**config.mk**
```make
export PLATFORM = sky130hd
export DESIGN_NAME = xoshiro128pp_rng_with_bounded_draw_core_flat
export DESIGN_NICKNAME = d
export VERILOG_FILES = /design/src/hw/rtl/xrb_pkg.sv /design/src/hw/rtl/xrb_if.sv /design/src/hw/rtl/xoshiro128pp_rng_with_bounded_draw_core.sv /design/src/hw/rtl/xrb_dpath.sv /design/src/hw/rtl/xrb_ctrl.sv /design/src/flat_wrapper.sv
export VERILOG_INCLUDE_DIRS = /design/src /design/src/hw/rtl
export SDC_FILE = /design/constraint.sdc
export NUM_CORES = 2
export LEC_CHECK = 0
export ABC_AREA = 1
export BUFFER_PORTS_ARGS = -buffer_cell sky130_fd_sc_hd__buf_2
export CAP_MARGIN = 30
export CORE_UTILIZATION = 40
export DETAILED_ROUTE_END_ITERATION = 8
export SLEW_MARGIN = 25
export SYNTH_ARGS = -nofsm -noshare
export SYNTH_HDL_FRONTEND = slang
export SYNTH_HIERARCHICAL = 1
export SYNTH_SLANG_ARGS = --single-unit
```
**constraint.sdc**
```tcl
create_clock -name clk_i -period 14.3 [get_ports clk_i]
set_input_delay 2.145 -clock clk_i [delete_from_list [all_inputs] [get_ports clk_i]]
set_output_delay 2.145 -clock clk_i [all_outputs]
set_load 0.005 [all_outputs]
```
**src/hw/rtl/xoshiro128pp_rng_with_bounded_draw_core_defines.svh**
```systemverilog
// ---------------------------------------------------------------------------
// Assertion macros for the xoshiro128++ bounded draw core
// Concurrent checks that compile away in synthesis.
// ---------------------------------------------------------------------------
`ifndef XOSHIRO128PP_RNG_WITH_BOUNDED_DRAW_CORE_DEFINES_SVH
`define XOSHIRO128PP_RNG_WITH_BOUNDED_DRAW_CORE_DEFINES_SVH
`ifndef SYNTHESIS
`define XRB_ASSERT(lbl, clk, rstn, prop) \
  lbl: assert property (@(posedge clk) disable iff (!rstn) prop) \
    else $error("xrb assertion failed");
`define XRB_NEVER(lbl, clk, rstn, cond) \
  `XRB_ASSERT(lbl, clk, rstn, !(cond))
`else
`define XRB_ASSERT(lbl, clk, rstn, prop)
`define XRB_NEVER(lbl, clk, rstn, cond)
`endif
`endif

```
**src/hw/rtl/xrb_pkg.sv**
```systemverilog
`timescale 1ns / 1ps
// ---------------------------------------------------------------------------
// xrb_pkg
// Types, codes and constants shared by the bounded draw core.
// ---------------------------------------------------------------------------
package xrb_pkg;

  localparam logic [1:0] FUNC_RESEED = 2'd0;
  localparam logic [1:0] FUNC_RAW    = 2'd1;
  localparam logic [1:0] FUNC_BIASED = 2'd2;
  localparam logic [1:0] FUNC_EXACT  = 2'd3;

  localparam logic CFG_SEED  = 1'b0;
  localparam logic CFG_JUMPS = 1'b1;

  localparam logic [63:0] SM_GAMMA = 64'h9e3779b97f4a7c15;
  localparam logic [63:0] SM_MUL1  = 64'hbf58476d1ce4e5b9;
  localparam logic [63:0] SM_MUL2  = 64'h94d049bb133111eb;

  localparam logic [3:0][31:0] JUMP_POLY = {32'h1c580662, 32'hccf5a0ef,
                                            32'h0b6f099f, 32'hb523952e};

  typedef enum logic [3:0] {
    CMD_NONE,
    CMD_LATCH_IN,
    CMD_LOAD_SEED,
    CMD_SM_ADD,
    CMD_SM_MUL,
    CMD_SM_MIX,
    CMD_SM_FIN,
    CMD_JSTEP,
    CMD_JCOMMIT,
    CMD_DRAW,
    CMD_BMUL,
    CMD_DIV_INIT,
    CMD_DIV_STEP,
    CMD_OUT_LOAD
  } cmd_op_e;

  typedef struct packed {
    cmd_op_e    op;
    logic [1:0] ph;
    logic       pass;
    logic [1:0] widx;
    logic [6:0] jidx;
    logic       first;
  } dp_cmd_t;

  typedef struct packed {
    logic [1:0] func;
    logic       bound_zero;
    logic       low_lt_bound;
    logic       low_lt_thr;
    logic       zero_state;
    logic [7:0] jump_count;
  } dp_sts_t;

endpackage

```
**src/hw/rtl/xrb_if.sv**
```systemverilog
`timescale 1ns / 1ps
// ---------------------------------------------------------------------------
// xrb_req_if / xrb_rsp_if
// Valid/ready channels for operation requests and draw results.
// ---------------------------------------------------------------------------
interface xrb_req_if;
  logic        valid;
  logic        ready;
  logic [1:0]  func;
  logic [31:0] bound;
  modport source (output valid, func, bound, input ready);
  modport sink   (input valid, func, bound, output ready);
endinterface

interface xrb_rsp_if;
  logic        valid;
  logic        ready;
  logic [31:0] value;
  logic        bad_bound;
  modport source (output valid, value, bad_bound, input ready);
  modport sink   (input valid, value, bad_bound, output ready);
endinterface

```
**src/hw/rtl/xoshiro128pp_rng_with_bounded_draw_core.sv**
```systemverilog
`timescale 1ns / 1ps
// ---------------------------------------------------------------------------
// xoshiro128pp_rng_with_bounded_draw_core
// xoshiro128++ generator with SplitMix64 reseed, long jumps and bounded draws.
// ---------------------------------------------------------------------------
// One request beat gives one result beat, one request at a time. A biased
// draw with bound zero takes no draw. An exact draw adds the remainder
// threshold (a 32-step restoring remainder unit) and a new draw per
// rejected draw when a retry is needed. Reseed builds the SplitMix64
// products from three 32x32 partial products on one shared multiplier,
// twice per output, then runs each configured long jump as one xoshiro step
// per polynomial bit. After reset the generator words are zero and every
// draw returns zero, so issue a reseed first. A finished result sits in an
// output register, so a new request is taken while the previous result
// waits. Config writes are for idle periods only.
module xoshiro128pp_rng_with_bounded_draw_core
  import xrb_pkg::*;
(
  input  logic        clk_i,
  input  logic        rst_ni,
  // config: index 0 seed_value, index 1 jump_count
  input  logic        cfg_we_i,
  input  logic        cfg_idx_i,
  input  logic [31:0] cfg_data_i,
  xrb_req_if.sink     req_i,
  xrb_rsp_if.source   rsp_o
);

  dp_cmd_t cmd;
  dp_sts_t sts;

  // sequencer: state machine issuing datapath commands
  xrb_ctrl u_ctrl (
    .clk_i       (clk_i),
    .rst_ni      (rst_ni),
    .in_valid_i  (req_i.valid),
    .in_ready_o  (req_i.ready),
    .out_valid_o (rsp_o.valid),
    .out_ready_i (rsp_o.ready),
    .sts_i       (sts),
    .cmd_o       (cmd)
  );

  // datapath: generator words, SplitMix counter, multiplier, remainder unit
  xrb_dpath u_dpath (
    .clk_i       (clk_i),
    .rst_ni      (rst_ni),
    .cfg_we_i    (cfg_we_i),
    .cfg_idx_i   (cfg_idx_i),
    .cfg_data_i  (cfg_data_i),
    .in_func_i   (req_i.func),
    .in_bound_i  (req_i.bound),
    .cmd_i       (cmd),
    .sts_o       (sts),
    .out_value_o (rsp_o.value),
    .out_bad_o   (rsp_o.bad_bound)
  );

endmodule

```
**src/hw/rtl/xrb_dpath.sv**
```systemverilog
`timescale 1ns / 1ps
// ---------------------------------------------------------------------------
// xrb_dpath
// Generator state, shared 32x32 multiplier, remainder unit, output register.
// ---------------------------------------------------------------------------
module xrb_dpath
  import xrb_pkg::*;
(
  input  logic        clk_i,
  input  logic        rst_ni,
  input  logic        cfg_we_i,
  input  logic        cfg_idx_i,
  input  logic [31:0] cfg_data_i,
  input  logic [1:0]  in_func_i,
  input  logic [31:0] in_bound_i,
  input  dp_cmd_t     cmd_i,
  output dp_sts_t     sts_o,
  output logic [31:0] out_value_o,
  output logic        out_bad_o
);

  logic [31:0] seed_q;
  logic [7:0]  jumps_q;
  logic [1:0]  func_q;
  logic [31:0] bound_q;
  logic [63:0] ctr_q, ctr_d;
  logic [63:0] z_q, z_d;
  logic [63:0] acc_q, acc_d;
  logic [3:0][31:0] w_q, w_d;
  logic [3:0][31:0] jacc_q, jacc_d;
  logic [31:0] res_q, res_d;
  logic [63:0] m_q, m_d;
  logic        zero_q, zero_d;
  logic [31:0] rem_q, rem_d;
  logic [31:0] dvd_q, dvd_d;
  logic [31:0] out_value_q, out_value_d;
  logic        out_bad_q, out_bad_d;

  // xoshiro128++ step
  logic [31:0] sum03, xo_res;
  logic [3:0][31:0] w_nx;
  logic [31:0] t2, t3;
  always_comb begin
    sum03   = w_q[0] + w_q[3];
    xo_res  = {sum03[24:0], sum03[31:25]} + w_q[0];
    t2      = w_q[2] ^ w_q[0];
    t3      = w_q[3] ^ w_q[1];
    w_nx[1] = w_q[1] ^ t2;
    w_nx[0] = w_q[0] ^ t3;
    w_nx[2] = t2 ^ {w_q[1][22:0], 9'd0};
    w_nx[3] = {t3[20:0], t3[31:21]};
  end

  // shared multiplier
  logic [63:0] mconst;
  logic [31:0] mul_a, mul_b;
  logic [63:0] prod;
  always_comb begin
    mconst = cmd_i.pass ? SM_MUL2 : SM_MUL1;
    if (cmd_i.op == CMD_BMUL) begin
      mul_a = res_q;
      mul_b = bound_q;
    end else begin
      mul_a = (cmd_i.ph == 2'd2) ? z_q[63:32] : z_q[31:0];
      mul_b = (cmd_i.ph == 2'd1) ? mconst[63:32] : mconst[31:0];
    end
    prod = {32'd0, mul_a} * {32'd0, mul_b};
  end

  logic [63:0] ctr_add, fin_mix;
  logic [32:0] rsh;
  logic        pbit;
  always_comb begin
    ctr_add = ctr_q + SM_GAMMA;
    fin_mix = acc_q ^ (acc_q >> 31);
    rsh     = {rem_q, dvd_q[31]};
    pbit    = JUMP_POLY[cmd_i.jidx[6:5]][cmd_i.jidx[4:0]];
  end

  always_comb begin
    ctr_d       = ctr_q;
    z_d         = z_q;
    acc_d       = acc_q;
    w_d         = w_q;
    jacc_d      = jacc_q;
    res_d       = res_q;
    m_d         = m_q;
    zero_d      = zero_q;
    rem_d       = rem_q;
    dvd_d       = dvd_q;
    out_value_d = out_value_q;
    out_bad_d   = out_bad_q;
    case (cmd_i.op)
      CMD_LOAD_SEED: ctr_d = {{32{seed_q[31]}}, seed_q};
      CMD_SM_ADD: begin
        ctr_d = ctr_add;
        z_d   = ctr_add ^ (ctr_add >> 30);
      end
      CMD_SM_MUL: begin
        if (cmd_i.ph == 2'd0) acc_d = prod;
        else acc_d = acc_q + {prod[31:0], 32'd0};
      end
      CMD_SM_MIX: z_d = acc_q ^ (acc_q >> 27);
      CMD_SM_FIN: w_d[cmd_i.widx] = fin_mix[63:32];
      CMD_JSTEP: begin
        jacc_d = (cmd_i.jidx == 7'd0) ? '0 : jacc_q;
        if (pbit) begin
          jacc_d[0] = jacc_d[0] ^ w_q[0];
          jacc_d[1] = jacc_d[1] ^ w_q[1];
          jacc_d[2] = jacc_d[2] ^ w_q[2];
          jacc_d[3] = jacc_d[3] ^ w_q[3];
        end
        w_d = w_nx;
      end
      CMD_JCOMMIT: w_d = jacc_q;
      CMD_DRAW: begin
        if (cmd_i.first) zero_d = (w_q == '0);
        res_d = xo_res;
        w_d   = w_nx;
      end
      CMD_BMUL: m_d = prod;
      CMD_DIV_INIT: begin
        rem_d = '0;
        dvd_d = 32'd0 - bound_q;
      end
      CMD_DIV_STEP: begin
        dvd_d = {dvd_q[30:0], 1'b0};
        if (rsh >= {1'b0, bound_q}) rem_d = 32'(rsh - {1'b0, bound_q});
        else rem_d = rsh[31:0];
      end
      CMD_OUT_LOAD: begin
        out_bad_d = 1'b0;
        case (func_q)
          FUNC_RESEED: out_value_d = '0;
          FUNC_RAW:    out_value_d = res_q;
          FUNC_BIASED: begin
            out_value_d = (bound_q == '0) ? 32'd0 : m_q[63:32];
            out_bad_d   = (bound_q == '0);
          end
          default:     out_value_d = m_q[63:32];
        endcase
      end
      default: ;
    endcase
  end

  always_ff @(posedge clk_i or negedge rst_ni) begin
    if (!rst_ni) begin
      seed_q  <= '0;
      jumps_q <= '0;
      ctr_q   <= '0;
      w_q     <= '0;
    end else begin
      if (cfg_we_i && cfg_idx_i == CFG_SEED) seed_q <= cfg_data_i;
      if (cfg_we_i && cfg_idx_i == CFG_JUMPS) jumps_q <= cfg_data_i[7:0];
      ctr_q <= ctr_d;
      w_q   <= w_d;
    end
  end

  always_ff @(posedge clk_i) begin
    if (cmd_i.op == CMD_LATCH_IN) begin
      func_q  <= in_func_i;
      bound_q <= in_bound_i;
    end
    z_q         <= z_d;
    acc_q       <= acc_d;
    jacc_q      <= jacc_d;
    res_q       <= res_d;
    m_q         <= m_d;
    zero_q      <= zero_d;
    rem_q       <= rem_d;
    dvd_q       <= dvd_d;
    out_value_q <= out_value_d;
    out_bad_q   <= out_bad_d;
  end

  assign sts_o.func         = func_q;
  assign sts_o.bound_zero   = (bound_q == '0);
  assign sts_o.low_lt_bound = (m_q[31:0] < bound_q);
  assign sts_o.low_lt_thr   = (m_q[31:0] < rem_q);
  assign sts_o.zero_state   = zero_q;
  assign sts_o.jump_count   = jumps_q;
  assign out_value_o        = out_value_q;
  assign out_bad_o          = out_bad_q;

endmodule

```
**src/hw/rtl/xrb_ctrl.sv**
```systemverilog
`timescale 1ns / 1ps
`include "xoshiro128pp_rng_with_bounded_draw_core_defines.svh"
// ---------------------------------------------------------------------------
// xrb_ctrl
// Sequencer for reseed, long jumps, draws and the rejection threshold.
// ---------------------------------------------------------------------------
module xrb_ctrl
  import xrb_pkg::*;
(
  input  logic    clk_i,
  input  logic    rst_ni,
  input  logic    in_valid_i,
  output logic    in_ready_o,
  output logic    out_valid_o,
  input  logic    out_ready_i,
  input  dp_sts_t sts_i,
  output dp_cmd_t cmd_o
);

  typedef enum logic [3:0] {
    S_IDLE, S_DEC, S_SM_ADD, S_SM_MUL, S_SM_MIX, S_SM_FIN,
    S_JSTEP, S_JCOMMIT, S_DRAW, S_BMUL, S_CHECK, S_DIV, S_FIN
  } state_e;

  state_e     state_q, state_d;
  logic [1:0] wi_q, wi_d;
  logic [1:0] ph_q, ph_d;
  logic       pass_q, pass_d;
  logic [7:0] jleft_q, jleft_d;
  logic [6:0] jidx_q, jidx_d;
  logic [4:0] dcnt_q, dcnt_d;
  logic       first_q, first_d;
  logic       out_valid_q, out_valid_d;
  dp_cmd_t    cmd;

  always_comb begin
    state_d = state_q;
    wi_d    = wi_q;
    ph_d    = ph_q;
    pass_d  = pass_q;
    jleft_d = jleft_q;
    jidx_d  = jidx_q;
    dcnt_d  = dcnt_q;
    first_d = first_q;
    cmd       = '0;
    cmd.op    = CMD_NONE;
    cmd.ph    = ph_q;
    cmd.pass  = pass_q;
    cmd.widx  = wi_q;
    cmd.jidx  = jidx_q;
    cmd.first = first_q;
    unique case (state_q)
      S_IDLE: if (in_valid_i) begin
        cmd.op  = CMD_LATCH_IN;
        state_d = S_DEC;
      end
      S_DEC: begin
        first_d = 1'b1;
        unique case (sts_i.func)
          FUNC_RESEED: begin
            cmd.op  = CMD_LOAD_SEED;
            wi_d    = '0;
            state_d = S_SM_ADD;
          end
          FUNC_BIASED: state_d = sts_i.bound_zero ? S_FIN : S_DRAW;
          default:     state_d = S_DRAW;
        endcase
      end
      S_SM_ADD: begin
        cmd.op  = CMD_SM_ADD;
        ph_d    = '0;
        pass_d  = 1'b0;
        state_d = S_SM_MUL;
      end
      S_SM_MUL: begin
        cmd.op = CMD_SM_MUL;
        ph_d   = ph_q + 2'd1;
        if (ph_q == 2'd2) state_d = pass_q ? S_SM_FIN : S_SM_MIX;
      end
      S_SM_MIX: begin
        cmd.op  = CMD_SM_MIX;
        ph_d    = '0;
        pass_d  = 1'b1;
        state_d = S_SM_MUL;
      end
      S_SM_FIN: begin
        cmd.op = CMD_SM_FIN;
        wi_d   = wi_q + 2'd1;
        jidx_d = '0;
        if (wi_q != 2'd3) state_d = S_SM_ADD;
        else if (sts_i.jump_count == '0) state_d = S_FIN;
        else begin
          jleft_d = sts_i.jump_count;
          state_d = S_JSTEP;
        end
      end
      S_JSTEP: begin
        cmd.op = CMD_JSTEP;
        jidx_d = jidx_q + 7'd1;
        if (jidx_q == 7'd127) state_d = S_JCOMMIT;
      end
      S_JCOMMIT: begin
        cmd.op  = CMD_JCOMMIT;
        jleft_d = jleft_q - 8'd1;
        state_d = (jleft_q == 8'd1) ? S_FIN : S_JSTEP;
      end
      S_DRAW: begin
        cmd.op  = CMD_DRAW;
        state_d = (sts_i.func == FUNC_RAW) ? S_FIN : S_BMUL;
      end
      S_BMUL: begin
        cmd.op  = CMD_BMUL;
        state_d = (sts_i.func == FUNC_EXACT) ? S_CHECK : S_FIN;
      end
      S_CHECK: begin
        if (first_q) begin
          first_d = 1'b0;
          if (sts_i.low_lt_bound && !sts_i.zero_state) begin
            cmd.op  = CMD_DIV_INIT;
            dcnt_d  = '0;
            state_d = S_DIV;
          end else state_d = S_FIN;
        end else state_d = sts_i.low_lt_thr ? S_DRAW : S_FIN;
      end
      S_DIV: begin
        cmd.op = CMD_DIV_STEP;
        dcnt_d = dcnt_q + 5'd1;
        if (dcnt_q == 5'd31) state_d = S_CHECK;
      end
      S_FIN: if (!out_valid_q || out_ready_i) begin
        cmd.op  = CMD_OUT_LOAD;
        state_d = S_IDLE;
      end
      default: state_d = S_IDLE;
    endcase
  end

  always_comb begin
    out_valid_d = out_valid_q;
    if (cmd.op == CMD_OUT_LOAD) out_valid_d = 1'b1;
    else if (out_ready_i) out_valid_d = 1'b0;
  end

  always_ff @(posedge clk_i or negedge rst_ni) begin
    if (!rst_ni) begin
      state_q     <= S_IDLE;
      wi_q        <= '0;
      ph_q        <= '0;
      pass_q      <= 1'b0;
      jleft_q     <= '0;
      jidx_q      <= '0;
      dcnt_q      <= '0;
      first_q     <= 1'b0;
      out_valid_q <= 1'b0;
    end else begin
      state_q     <= state_d;
      wi_q        <= wi_d;
      ph_q        <= ph_d;
      pass_q      <= pass_d;
      jleft_q     <= jleft_d;
      jidx_q      <= jidx_d;
      dcnt_q      <= dcnt_d;
      first_q     <= first_d;
      out_valid_q <= out_valid_d;
    end
  end

  assign in_ready_o  = (state_q == S_IDLE);
  assign out_valid_o = out_valid_q;
  assign cmd_o       = cmd;

  `XRB_NEVER(a_no_overwrite, clk_i, rst_ni,
             cmd.op == CMD_OUT_LOAD && out_valid_q && !out_ready_i)
  `XRB_ASSERT(a_accept_decodes, clk_i, rst_ni,
              (in_valid_i && in_ready_o) |=> (state_q == S_DEC))
  `XRB_NEVER(a_div_nonzero, clk_i, rst_ni, state_q == S_DIV && sts_i.bound_zero)

endmodule

```
**src/flat_wrapper.sv**
```systemverilog
// flat-port wrapper written by rule: the top's interface ports become plain ports
module xoshiro128pp_rng_with_bounded_draw_core_flat import xrb_pkg::*;
  (clk_i, rst_ni, cfg_we_i, cfg_idx_i, cfg_data_i, req_i_valid, req_i_func, req_i_bound, req_i_ready, rsp_o_valid, rsp_o_value, rsp_o_bad_bound, rsp_o_ready);
  xrb_req_if req_i_i ();
  xrb_rsp_if rsp_o_i ();
  input  logic clk_i;
  input  logic rst_ni;
  input  logic cfg_we_i;
  input  logic cfg_idx_i;
  input  logic [31:0] cfg_data_i;
  input wire logic [$bits(req_i_i.valid)-1:0] req_i_valid;
  input wire logic [$bits(req_i_i.func)-1:0] req_i_func;
  input wire logic [$bits(req_i_i.bound)-1:0] req_i_bound;
  output wire logic [$bits(req_i_i.ready)-1:0] req_i_ready;
  output wire logic [$bits(rsp_o_i.valid)-1:0] rsp_o_valid;
  output wire logic [$bits(rsp_o_i.value)-1:0] rsp_o_value;
  output wire logic [$bits(rsp_o_i.bad_bound)-1:0] rsp_o_bad_bound;
  input wire logic [$bits(rsp_o_i.ready)-1:0] rsp_o_ready;
  assign req_i_i.valid = req_i_valid;
  assign req_i_i.func = req_i_func;
  assign req_i_i.bound = req_i_bound;
  assign req_i_ready = req_i_i.ready;
  assign rsp_o_valid = rsp_o_i.valid;
  assign rsp_o_value = rsp_o_i.value;
  assign rsp_o_bad_bound = rsp_o_i.bad_bound;
  assign rsp_o_i.ready = rsp_o_ready;
  xoshiro128pp_rng_with_bounded_draw_core u_core (.clk_i(clk_i), .rst_ni(rst_ni), .cfg_we_i(cfg_we_i), .cfg_idx_i(cfg_idx_i), .cfg_data_i(cfg_data_i), .req_i(req_i_i), .rsp_o(rsp_o_i));
endmodule
```
==> summary.txt <==
Run status
  – Result of the run: finished, final reports clean

Global routing
  – Met2 track demand over resource in global routing: 53.1%
  – Initial antenna violation count: 16
  – Grt ovf: 0
  – Total global routing track utilization: 34.4%
  – Maximum number of pins on one net before global-route repair: 87
  – First-pass GRT wire length: 532 mm
  – Global-route track usage on met3: 7.78%
  – GRT Max-Usage Layer: met2
  – Via count of the first global-routing pass: 77100
  – Met1 usage in global routing: 43.6%

Logic synthesis
  – Number of warning messages in the yosys log: 6
  – Dominant cell type by area after synthesis: fa_1
  – Average cell area after synthesis: 7.77 um2
  – Number of enable flip-flop cells after synthesis: 484
  – Gate Count Post-Synth: 10900
  – Share of async-settable or async-resettable flops after synthesis: 35.2%
  – Ranking of synthesized cells by area: fa_1, edfxtp_1, nand2_1
  – Number of register bits inferred by synthesis: 747
  – Post-synthesis instance area: 0.0847 mm2
  – Syn nets: 12300
  – Area share of the largest cell type after synthesis: 21.3%
  – Cell variety after synth: 57
  – Top FF cell, synth: edfxtp_1
  – Share of the yosys chip area belonging to registers: 24.9%

Worst setup path
  – Startpoint of the worst register-to-register path: u_core/u_dpath/bound_q[5]$_DFFE_PN_
  – CP dominant cell by count: nand2_1
  – Maximum single-stage delay on the critical path: 790 ps
  – Worst reg2reg path endpoint: u_core/u_dpath/acc_q[60]$_DFFE_PP_
  – Type of destination of the critical path: flip-flop
  – CP max stage cell: clkinv_1
  – Peak fanout along the critical path: 43
  – Register-to-register setup slack: 310 ps
  – Critical path class: reg -> reg
  – Number of cells traversed by the worst register-to-register path: 50
  – Critical path launch point type: flip-flop
  – Arr. time, crit path: 14410 ps
  – Required time worst endpoint: 14730 ps

Finish
  – Footprint of the multi-input gates: 0.0549 mm2
  – Seq. cell area: 0.0211 mm2
  – Fillers: 21100
  – Final Net Count: 12300
  – Layout cell share with drive strength beyond 1: 5.71%
  – P&R area growth vs syn: 8.32%

STA
  – Final Critical Period: 13990 ps
  – Worst slew margin: 21.5%
  – Crit share post-route: 97.8%
  – Setup violations, final: 0
  – Setup repair after global routing missed its margin: no
  – Post-Route Skew: 94.8 ps
  – Max-slew violation count: 0
  – Least-Margin Pin Slew: 1170 ps
  – Peak Freq: 71.5 MHz
  – Final hold vios: 0
  – Sum of negative setup slack: 0 ps

Floorplanning
  – Area of the core region: 0.210 mm2
  – Number of placed I/O pins: 107
  – Starting density of the core: 40.3%
  – Height of the die: 462 um
  – Die outline area: 0.213 mm2
  – Cell Rows: 168
  – Horizontal extent of the die: 462 um

Clocking
  – Post-CTS setup buffer count: 0
  – Clock buffer depth: 3
  – Number of gates resized after cts: 0
  – Clock edge transition at the registers on the reported setup and hold paths: 60 ps
  – CTS root buffer: clkbuf_16
  – Clock tree from TritonCTS: yes
  – Number of buffers inserted by hold repair at cts: 0
  – Clock latency at the later pin of the worst-skew pair: 780 ps
  – # clock sinks: 747
  – H-tree depth: 3
  – Number of buffers added by the clock tree synthesis step: 92

Min path
  – Number of stages on the worst hold path: 1
  – Worst min path class: reg -> reg
  – End point of the worst hold path: u_core/u_ctrl/dcnt_q[3]$_DFFE_PN0P_
  – Launch instance of the worst min-delay path: u_core/u_ctrl/dcnt_q[3]$_DFFE_PN0P_

Placed design
  – Post-detailed-placement half-perimeter wirelength: 290 mm
  – Port Buf Inserts: 106
  – Placer congestion estimate: 1.05

Job
  – Max-cap violation count: 0

Route
  – Initial DRC count: 8606
  – Mean number of vias per cell: 5.65
  – Remaining DRCs: 0
  – Final Routed Wirelength: 369 mm
  – DR pass1 iterations: 6
  – Detail-routed net length per standard cell: 26.8 um
  – Antenna-violating nets left: 0
  – Via total after detailed routing: 77800
==> cell usage after synthesis (20+ instances only) <==
cell and instances:
clkbuf_1 199, a41oi_1 34, or2_2 47, ha_1 474
o21bai_1 26, o21ai_0 400, a22oi_1 28, and2_1 30
fa_1 900, nand4_1 69, nor4_1 20, o211ai_1 55
edfxtp_1 484, inv_2 41, a22o_1 42, nand3_1 729
nor2_1 1374, xor2_1 326, buf_1 27, o21ai_1 33
a31oi_1 51, xnor2_1 42, dfrtp_1 263, nor3_1 77
a21o_1 26, nand3b_1 30, a21oi_1 391, buf_2 171
o21ai_2 21, nand2_1 2488, o221ai_1 66, inv_1 1816
==> metrics by stage <==
step	instances	utilization, %	hold WS [ps]	worst slack, ps	cell area [um2]
3_5_place_dp	13600	42.2	472	610	88600
5_1_grt	13800	43.7	495	3.27	91700
3_3_place_gp	13600	42.1	458	233	88400
4_1_cts	13700	43.6	483	485	91700
6_report	13800	43.7	484	314	91700
2_1_floorplan	10900	-	440	2990	84700
==> worst max-delay path, delay by kind of cell (launching register included) <==
| kind | cells | cell delay (ps) |
|---|---|---|
| AO/OA/AOI/OAI | 7 | 1730 |
| XOR/XNOR | 1 | 240 |
| adder cells (fa/ha/maj) | 11 | 5090 |
| buffers and inverters | 12 | 3150 |
| flip-flops | 1 | 720 |
| AND/OR/NAND/NOR | 19 | 2660 |
==> cell type report <==
type                    instances  share of cell area (%)
diodes                          9                  0.0246
clock buffers                 122                    2.78
clock inverters                46                   0.599
inverters                    1865                    7.64
multi-input cells            7867                    59.8
flip-flops and latches        747                    23.0
well taps                    2805                    3.83
repair buffers                298                    2.26
==> cell families (layout without fill, tap and decap cells) <==
family          count (synthesis)  count (layout)  share of synthesized area, %
compound gates               1228            1228                          8.74
buf+inv                      2281            2331                          10.5
xor+xnor                      368             368                          3.81
flops                         747             747                          24.9
fa+ha+maj                    1374            1374                          28.3
simple gates                 4886            4886                          23.6
mux                            11              11                         0.146
other cells                     0               9                             0
==> layout by cell type, fill, tap and decap left out, types with 27 or more instances in the layout <==
cell type	Yosys	final
o21ai_2	21	27
dfrtp_1	263	263
a22o_1	42	42
buf_4	12	183
inv_1	1816	1813
o21ai_0	400	398
nand3_1	729	728
a31oi_1	51	47
nand3b_1	30	30
edfxtp_1	484	484
nand2_1	2488	2485
or2_2	47	47
ha_1	474	474
o211ai_1	55	55
and2_1	30	30
buf_2	171	106
fa_1	900	900
a21oi_1	391	391
nor3_1	77	76
nor2_1	1374	1359
inv_2	41	41
nand4_1	69	69
clkbuf_16	0	93
o221ai_1	66	66
a41oi_1	34	34
xor2_1	326	326
a22oi_1	28	28
xnor2_1	42	42
==> how the worst max path moves through the flow <==
stage                                        startpoint                                 end  slack, ps  cells past startpoint
finish              u_core/u_dpath/bound_q[5]$_DFFE_PN_  u_core/u_dpath/acc_q[60]$_DFFE_PP_        310                     50
global route        u_core/u_dpath/bound_q[5]$_DFFE_PN_  u_core/u_dpath/acc_q[60]$_DFFE_PP_          3                     50
CTS                 u_core/u_dpath/bound_q[5]$_DFFE_PN_  u_core/u_dpath/acc_q[60]$_DFFE_PP_        480                     50
detailed placement  u_core/u_dpath/bound_q[5]$_DFFE_PN_  u_core/u_dpath/acc_q[60]$_DFFE_PP_        610                     50
global placement    u_core/u_dpath/bound_q[5]$_DFFE_PN_  u_core/u_dpath/acc_q[63]$_DFFE_PP_        230                     52
floorplan                                   rsp_o_ready  u_core/u_dpath/acc_q[63]$_DFFE_PP_       2990                     47
==> metal layers <==
| layer | wire (um) | up-vias | part of all wire, % |
|---|---|---|---|
| met2 | 162000 | 4193 | 44 |
| met3 | 37500 | 970 | 10 |
| met5 | 66 | - | 0.018 |
| li1 | - | 34300 | - |
| met1 | 142000 | 38300 | 39 |
| met4 | 27500 | 10 | 7.5 |
Power is left out: the tool's default activity adds up to more than one toggle a clock period on the data nets, which glitch-free logic cannot reach.
